**src/design/clx_rng_pkg.sv**
```systemverilog
// Package for the combined congruential / multiply-with-carry / xorshift generator.
// Holds the command codes, generator constants and the state word type.
// No dependencies.
package clx_rng_pkg;

    localparam int WORD_W  = 32;
    localparam int VALUE_W = 16;
    localparam int CMD_W   = 2;

    // Command codes. The unused code behaves as a state read.
    localparam logic [CMD_W-1:0] CMD_NEXT = 2'd0;
    localparam logic [CMD_W-1:0] CMD_LOAD = 2'd1;
    localparam logic [CMD_W-1:0] CMD_READ = 2'd2;

    // Generator constants.
    localparam logic [WORD_W-1:0] LCG_MUL     = 32'd69069;
    localparam logic [WORD_W-1:0] LCG_ADD     = 32'd262145;
    localparam logic [15:0]       MWC_MUL     = 16'd36969;
    localparam logic [WORD_W-1:0] LCG_RESET   = 32'd1;
    localparam logic [WORD_W-1:0] MWC_DEFAULT = 32'd362436069;
    localparam logic [WORD_W-1:0] XS_DEFAULT  = 32'd123456789;

    // The three generator words.
    typedef struct packed {
        logic [WORD_W-1:0] lcg;
        logic [WORD_W-1:0] mwc;
        logic [WORD_W-1:0] xs;
    } rng_state_t;

endpackage

```
**src/design/clx_rng_step.sv**
```systemverilog
// Combinational update of the three generator words for one command.
// Depends on clx_rng_pkg for the command codes, constants and state type.
module clx_rng_step
(
    input  logic [clx_rng_pkg::CMD_W-1:0]   cmd,
    input  logic [clx_rng_pkg::WORD_W-1:0]  seed_lcg,
    input  logic [clx_rng_pkg::WORD_W-1:0]  seed_mwc,
    input  logic [clx_rng_pkg::WORD_W-1:0]  seed_xs,
    input  clx_rng_pkg::rng_state_t         state_cur,
    output clx_rng_pkg::rng_state_t         state_new,
    output logic [clx_rng_pkg::VALUE_W-1:0] value
);

    logic [clx_rng_pkg::WORD_W-1:0] lcg_adv;
    logic [clx_rng_pkg::WORD_W-1:0] mwc_src;
    logic [clx_rng_pkg::WORD_W-1:0] mwc_prod;
    logic [clx_rng_pkg::WORD_W-1:0] mwc_adv;
    logic [clx_rng_pkg::WORD_W-1:0] xs_src;
    logic [clx_rng_pkg::WORD_W-1:0] xs_a;
    logic [clx_rng_pkg::WORD_W-1:0] xs_b;
    logic [clx_rng_pkg::WORD_W-1:0] xs_adv;
    logic [clx_rng_pkg::WORD_W-1:0] mix;

    // Congruential word: one 32 x 17 constant multiply, wrapped to 32 bits.
    assign lcg_adv = clx_rng_pkg::WORD_W'(state_cur.lcg * clx_rng_pkg::LCG_MUL)
                   + clx_rng_pkg::LCG_ADD;

    // A zero mwc or xs word is replaced by its default before advancing.
    assign mwc_src = (state_cur.mwc == '0) ? clx_rng_pkg::MWC_DEFAULT : state_cur.mwc;
    assign xs_src  = (state_cur.xs == '0)  ? clx_rng_pkg::XS_DEFAULT  : state_cur.xs;

    // Multiply-with-carry: the sum never exceeds 32 bits.
    assign mwc_prod = clx_rng_pkg::WORD_W'(clx_rng_pkg::MWC_MUL) * {16'd0, mwc_src[15:0]};
    assign mwc_adv  = mwc_prod + {16'd0, mwc_src[31:16]};

    assign xs_a   = xs_src ^ (xs_src << 17);
    assign xs_b   = xs_a ^ (xs_a >> 13);
    assign xs_adv = xs_b ^ (xs_b << 5);

    assign mix = lcg_adv ^ (mwc_adv << 16) ^ xs_adv;

    always_comb
    begin
        state_new = state_cur;
        value     = '0;
        case (cmd)
            clx_rng_pkg::CMD_NEXT:
            begin
                state_new.lcg = lcg_adv;
                state_new.mwc = mwc_adv;
                state_new.xs  = xs_adv;
                value         = mix[31:16];
            end
            clx_rng_pkg::CMD_LOAD:
            begin
                state_new.lcg = seed_lcg;
                state_new.mwc = seed_mwc;
                state_new.xs  = seed_xs;
            end
            default:
            begin
                state_new = state_cur;
            end
        endcase
    end

endmodule

```
**src/design/combined_lcg_mwc_xorshift_rng_core.sv**
```systemverilog
// Top level of the combined congruential / multiply-with-carry / xorshift generator.
// Depends on clx_rng_pkg and clx_rng_step.
//
// Usage:
// A request on the input channel carries a command and three seed words. The command
// "next" advances all three generator words and returns a 16-bit random value, "load"
// writes the seed words, and "read" (or the unused code) leaves the state alone. Every
// request gives exactly one result on the output channel with the value (zero except
// on "next") and the three words as they stand after the request.
// Both channels use valid/stall: a transfer happens on a rising edge with valid high
// and stall low.
// Timing: a request is captured in an input register; the word update is one pass of
// short logic (two small constant multipliers and the xorshift network) into the
// result register. A taken request moves on from the input register into the result
// register, and one request is taken every cycle while the output side keeps
// draining. Since the state words are updated at the same edge as the result register,
// back-to-back requests always see the words left by the one before.
// Reset: the words return to 1, 362436069 and 123456789, and both stages are empty.
// Stall: while the receiver stalls, the result register holds its result; the input
// register keeps taking one more request and then stalls the sender in turn.
module combined_lcg_mwc_xorshift_rng_core
(
    input  logic                                clk,
    input  logic                                rst_n,

    input  logic                                in_valid,
    output logic                                in_stall,
    input  logic [clx_rng_pkg::CMD_W-1:0]       cmd,
    input  logic [clx_rng_pkg::WORD_W-1:0]      seed_lcg,
    input  logic [clx_rng_pkg::WORD_W-1:0]      seed_mwc,
    input  logic [clx_rng_pkg::WORD_W-1:0]      seed_xs,

    output logic                                out_valid,
    input  logic                                out_stall,
    output logic [clx_rng_pkg::VALUE_W-1:0]     value,
    output logic [clx_rng_pkg::WORD_W-1:0]      state_lcg,
    output logic [clx_rng_pkg::WORD_W-1:0]      state_mwc,
    output logic [clx_rng_pkg::WORD_W-1:0]      state_xs
);

    // Input register.
    logic                              in_vld_reg;
    logic [clx_rng_pkg::CMD_W-1:0]     cmd_reg;
    logic [clx_rng_pkg::WORD_W-1:0]    seed_lcg_reg;
    logic [clx_rng_pkg::WORD_W-1:0]    seed_mwc_reg;
    logic [clx_rng_pkg::WORD_W-1:0]    seed_xs_reg;

    // Generator state and result register.
    clx_rng_pkg::rng_state_t           state_reg;
    clx_rng_pkg::rng_state_t           state_next;
    logic                              out_vld_reg;
    logic [clx_rng_pkg::VALUE_W-1:0]   value_reg;
    logic [clx_rng_pkg::VALUE_W-1:0]   value_next;
    clx_rng_pkg::rng_state_t           res_reg;

    logic                              advance;
    logic                              in_take;

    // The captured request moves on when the result register is empty or being drained.
    assign advance  = in_vld_reg && (!out_vld_reg || !out_stall);
    assign in_stall = in_vld_reg && !advance;
    assign in_take  = in_valid && !in_stall;

    clx_rng_step u_step
    (
        .cmd       (cmd_reg),
        .seed_lcg  (seed_lcg_reg),
        .seed_mwc  (seed_mwc_reg),
        .seed_xs   (seed_xs_reg),
        .state_cur (state_reg),
        .state_new (state_next),
        .value     (value_next)
    );

    always_ff @(posedge clk or negedge rst_n)
    begin
        if (!rst_n)
        begin
            in_vld_reg    <= 1'b0;
            out_vld_reg   <= 1'b0;
            state_reg.lcg <= clx_rng_pkg::LCG_RESET;
            state_reg.mwc <= clx_rng_pkg::MWC_DEFAULT;
            state_reg.xs  <= clx_rng_pkg::XS_DEFAULT;
        end
        else
        begin
            if (in_take)
            begin
                in_vld_reg <= 1'b1;
            end
            else if (advance)
            begin
                in_vld_reg <= 1'b0;
            end

            if (advance)
            begin
                out_vld_reg <= 1'b1;
                state_reg   <= state_next;
            end
            else if (!out_stall)
            begin
                out_vld_reg <= 1'b0;
            end
        end
    end

    // Payload registers carry no reset.
    always_ff @(posedge clk)
    begin
        if (in_take)
        begin
            cmd_reg      <= cmd;
            seed_lcg_reg <= seed_lcg;
            seed_mwc_reg <= seed_mwc;
            seed_xs_reg  <= seed_xs;
        end
        if (advance)
        begin
            value_reg <= value_next;
            res_reg   <= state_next;
        end
    end

    assign out_valid = out_vld_reg;
    assign value     = value_reg;
    assign state_lcg = res_reg.lcg;
    assign state_mwc = res_reg.mwc;
    assign state_xs  = res_reg.xs;

    // The sender is only stalled while a request is waiting in the input register.
    a_stall_needs_pending: assert property (@(posedge clk) disable iff (!rst_n)
        in_stall |-> in_vld_reg)
        else $error("input stalled with an empty input register");

    // The generator words change only when a request is processed.
    a_state_holds: assert property (@(posedge clk) disable iff (!rst_n)
        !advance |=> $stable(state_reg))
        else $error("generator state changed without a request");

    // A processed request always produces a result.
    a_result_follows: assert property (@(posedge clk) disable iff (!rst_n)
        advance |=> out_vld_reg)
        else $error("processed request left no result");

    // After a next command the multiply-with-carry and xorshift words are never zero.
    a_next_nonzero: assert property (@(posedge clk) disable iff (!rst_n)
        (advance && cmd_reg == clx_rng_pkg::CMD_NEXT)
        |=> (state_reg.mwc != '0 && state_reg.xs != '0))
        else $error("zero generator word after a next command");

endmodule
```
**config.mk**
```make
export PLATFORM = sky130hd
export DESIGN_NAME = combined_lcg_mwc_xorshift_rng_core
export DESIGN_NICKNAME = d
export VERILOG_FILES = /design/src/design/clx_rng_pkg.sv /design/src/design/clx_rng_step.sv /design/src/design/combined_lcg_mwc_xorshift_rng_core.sv
export SDC_FILE = /design/constraint.sdc
export NUM_CORES = 1
export LEC_CHECK = 0
export BUFFER_PORTS_ARGS = -buffer_cell sky130_fd_sc_hd__buf_2
export CORE_UTILIZATION = 55
export DETAILED_ROUTE_END_ITERATION = 16
export PLACE_DENSITY = 0.74
export SKIP_CTS_REPAIR_TIMING = 1
export SLEW_MARGIN = 20
export SYNTH_ARGS = -nofsm -noshare
export SYNTH_HDL_FRONTEND = slang
export SYNTH_SLANG_ARGS = --single-unit
```
**constraint.sdc**
```tcl
create_clock -name clk -period 15.7 [get_ports clk]
set_clock_uncertainty 0.2 [all_clocks]
set_input_delay 3.14 -clock clk [delete_from_list [all_inputs] [get_ports clk]]
set_output_delay 3.14 -clock clk [all_outputs]
set_load 0.01 [all_outputs]
```
After elaboration in Yosys (flattened, before gate mapping). Index checks and enable logic that the tools add are counted.

Bits in latches: 0. Memories: 0. ROM bits: 0. Memory bits (writable): 0. Bits in registers: 308.

Add/subtract/negate cells: 2. Multiplexer cells: 7. Multipliers: 2. Bitwise logic cells: 5. Magnitude comparators: 0. Shifts and indexed selects: 0. Div/mod/pow operators: 0. Eq/ne operators: 2. Reduce and logical (&&, ||, !) cells: 12.

Operators with widths (number): 96-bit case mux with 2 select lines (1); 32-bit XOR (4); 32-bit zero test (2); 32-bit 2-to-1 mux (2); 32-bit by 16-bit adder with 32-bit output (1); 32-bit by 19-bit adder with 32-bit output, second input constant (1); 16-bit by 16-bit multiplier with 32-bit output, first input constant (1); 32-bit by 17-bit multiplier with 32-bit output, second input constant (1); 32-bit by 19-bit XOR with 32-bit output (1); 1-bit zero test (4); 1-bit 2-to-1 mux (4); 1-bit logical AND (3); 2-bit by 1-bit == test with 1-bit output, second input constant (1); 2-bit zero test (1); 2-bit by 1-bit inequality test with 1-bit output, second input constant (1); 2-bit nonzero test (1); 1-bit logical OR (1).

Logic depth before layout (Yosys ltp).
Word-level depth: 8. Mapped depth: 27. Mapped depth without buffers: 25.

Modules after synthesis. A second synthesis with hierarchy kept.

Cells, all modules: 2201. Area, all modules: 24807.5 µm².

Modules (own cells, without submodules): clx_rng_step (cells each 1781, area an instance 14811.7 µm², times used 1, seq. area each 0.0 µm²); combined_lcg_mwc_xorshift_rng_core (cells each 420, area an instance 9995.8 µm², times used 1, seq. area each 8799.7 µm²).

Worst setup path after synthesis. OpenSTA, ideal clock, no wires.

Kind: input -> register. Start point: in out_stall. End point: reg state_reg[62] (netlist name). Required time: 15.200 ns. Arrival: 7.016 ns. Buffers on the path: 1. Stages on the path: 5. Path slack: 8.184 ns. Setup time: 0.300 ns. Cell sequence: nand2_1 > nand2_1 > clkinv_1 > clkbuf_1 > a31oi_1.

Longest elaborated chain between the ends: 3.

RTL lines: from (decl) (line combined_lcg_mwc_xorshift_rng_core.sv:34) `input logic out_stall,`; 1-bit zero test; 1-bit logical OR (line combined_lcg_mwc_xorshift_rng_core.sv:60) `assign advance = in_vld_reg && (!out_vld_reg || !out_stall);`; 1-bit logical AND (line combined_lcg_mwc_xorshift_rng_core.sv:60); net advance (line combined_lcg_mwc_xorshift_rng_core.sv:56) `logic advance;`; to (signal assigned) (line combined_lcg_mwc_xorshift_rng_core.sv:99) `state_reg <= state_next;`; to (decl) (line combined_lcg_mwc_xorshift_rng_core.sv:49) `clx_rng_pkg::rng_state_t state_reg;`.

The timed path passes the listed nets, and every way through them passes these cells. A chain may end at the register's enable or synchronous reset.

==> impl_metrics.py <==
metrics = {
    "route": {
        "routed_via_density": 5.74,
        "first_pass_iters": 5,
        "drc": 0,
        "drt-initial-drc-count": 1554,
        "antenna_left": 0,
        "vias": 17800,
        "wl_per_cell_um": 22.5,
        "drt_wl_total_mm": 69.8,
    },
    "sta": {
        "min_period_over_period_pct": 45.4,
        "tightest_slew_ns": 1.00,
        "finalSetupViolations": 0,
        "hold_viol": 0,
        "setup_tns_ns": 0,
        "rsz0062_at_grt": "no",
        "min_period_ns": 7.13,
        "fmax_mhz": 140,
        "slew_violations": 0,
        "max_slew_margin_pct": 33.2,
    },
    "status": {
        "status": "completed",
    },
    "worst_hold_path": {
        "hold_path_class": "flip-flop to flip-flop",
    },
    "die": {
        "fp.dieH_um": 215,
        "placementRows": 77,
        "design.core.area_um2": 44400,
        "io-pin-count": 216,
        "die-area_um2": 46000,
        "die_x_um": 215,
        "start_util_pct": 56.0,
    },
    "setup_path": {
        "critPathLaunchType": "flip-flop",
        "crit_buf_inv": 6,
        "worst_path_most_repeated_cell": "inv_1",
        "worstPathMaxFanout": 10,
        "worstSetupEndpointType": "flip-flop",
        "cp.arrival_ns": 7.29,
        "crit_family": "adder cells",
        "cpMaxStageDelayCell": "fa_1",
        "criticalPathCategory": "flip-flop to flip-flop",
        "cp.required_ns": 15.87,
        "cpPeakStageDelay_ns": 0.54,
    },
    "yosys": {
        "synthTopCellsByArea": "edfxtp_1 (25%), fa_1 (16%), ha_1 (15%), dfrtp_1 (6.5%), inv_1 (5.3%)",
        "synth_top_cell_area_share_pct": 25.4,
        "ys_ff_latch": 308,
        "synthTopCellsByCount": "inv_1 (352), ha_1 (301), edfxtp_1 (210)",
        "ys_seq_area_share_pct": 35.4,
        "synth_edf_count": 210,
        "yosysWarnings": 0,
        "synth.avg_cell_area_um2": 10.7,
        "yosys_most_used_dff": "edfxtp_1",
        "synth_cell_type_count": 80,
        "synth_area_um2": 24900,
        "yosys.area.top_type": "edfxtp_1",
        "syn-instance-count": 2317,
        "syn_nets": 2918,
        "synth-async-reset-ratio_pct": 31.8,
        "yosysMostFrequentCell": "inv_1",
    },
    "layout": {
        "synthToLayoutAreaGrowth_pct": 10.8,
        "n_antenna_cell": 0,
        "layout.nets": 3084,
        "drive_gt1_share_pct": 16.4,
        "largest_reg_flops": 96,
    },
    "global_routing": {
        "grt_util_all_layers_pct": 31.1,
        "grt_max_degree": 97,
        "overflow": 0,
        "first_global_vias": 18300,
        "grt_antenna_before_repair": 1,
        "grt_first_pass_wirelength_mm": 108,
    },
    "cts": {
        "cts_buffers": 36,
        "root_buffer": "clkbuf_16",
        "clock_sinks": 308,
        "worstSkewPairLatency_ns": 0.58,
        "tritoncts": "yes",
        "htree_num_levels": 2,
        "clk_pin_slew_ns": 0.06,
        "cts_buffer_depth": 3,
    },
    "placement": {
        "gp_congestion": 0.972,
        "dpl.hpwl_mm": 54.3,
        "place.port_buffers": 215,
    },
    "run": {
        "drv_cap": 0,
    },
}
-- worst reg2reg max path, cell delays in order, from the launching register on --
cell,delay [ns]
dfrtp_1,0.48
nor4_1,0.47
nand4_1,0.17
nor2_1,0.43
or2_2,0.25
inv_1,0.08
ha_1,0.27
inv_1,0.04
ha_1,0.26
inv_1,0.06
fa_1,0.54
inv_1,0.05
fa_1,0.39
fa_1,0.51
inv_1,0.05
fa_1,0.47
inv_1,0.04
ha_1,0.34
a21o_1,0.23
a21o_1,0.20
a221oi_1,0.30
o21ai_2,0.13
a31o_4,0.29
a31o_1,0.26
and3_1,0.19
nor3_1,0.25
-- cell families after synthesis --
group | Yosys count | share of synthesized area [%]
flip-flops | 308 | 35.4
buffers and inverters | 455 | 6.96
adder cells (fa/ha/maj) | 499 | 31.1
XOR/XNOR | 156 | 5.70
AND/OR/NAND/NOR | 461 | 8.27
multiplexers | 88 | 3.82
AO/OA/AOI/OAI | 350 | 8.74
-- layout by cell type, fill, tap and decap left out, drive strengths merged, types with 5 or more instances in the layout --
| cell | n |
|---|---|
| nor3 | 15 |
| mux2i | 33 |
| o31ai | 6 |
| mux2 | 55 |
| o211ai | 16 |
| o21ai | 127 |
| nand3 | 30 |
| dfstp | 33 |
| clkinv | 15 |
| or2 | 19 |
| clkbuf | 45 |
| o22ai | 20 |
| nand2 | 209 |
| a22oi | 5 |
| ha | 301 |
| a21oi | 78 |
| nor4 | 17 |
| a211oi | 10 |
| xnor2 | 101 |
| buf | 229 |
| fa | 198 |
| inv | 358 |
| and3 | 12 |
| and2 | 18 |
| dfrtp | 65 |
| nor2 | 110 |
| o21a | 16 |
| nand4 | 11 |
| a31oi | 19 |
| xor2 | 52 |
| a21o | 18 |
| edfxtp | 210 |
-- path summary, 6_finish.rpt --
check                         startpoint             to  slack (ns)  cells after the start
min reg2reg                state_reg[17]  state_reg[17]        0.29                      2
max reg2reg                state_reg[54]  state_mwc[24]        8.57                     25
min in group asynchronous          rst_n  state_reg[48]        2.44                      1
max                        state_reg[54]  state_mwc[24]        8.57                     25
min                        state_reg[17]  state_reg[17]        0.29                      2
max in group asynchronous          rst_n  state_reg[78]       11.62                      2
-- routing by layer --
layer	routed length, µm	part of all wire, %	track usage (%)	vias to the layer above
met5	19	0.027	0	-
met4	2360	3.4	10.8	2
met3	5490	7.9	5.73	126
met2	31100	45	47.8	760
met1	30800	44	44.3	8771
li1	-	-	-	8146
-- stage by stage --
stage                     hold slack [ns]  utilization (%)  worst slack (ns)  std cells  cell area, µm²
after floorplan                     0.250                -              8.18       2317           24900
after global placement              0.271             59.4              8.72       3037           26400
after detailed placement            0.272             59.4              8.64       3037           26400
after CTS                           0.288             62.0              8.61       3103           27500
after global routing                0.303             62.0              8.18       3103           27500
final                               0.293             62.0              8.57       3103           27500
-- final cells by class --
| type | count | area, µm² |
|---|---|---|
| timing repair buffer | 229 | 1180 |
| clock inverter | 21 | 189 |
| multi-input combinational | 1554 | 14300 |
| inverter | 354 | 1330 |
| tap | 592 | 741 |
| clock buffer | 45 | 965 |
| sequential | 308 | 8800 |
| fill | 3588 | 16900 |
Power is not shown: default switching activity piles up to over one toggle a cycle in this logic, so the estimate is an artifact.
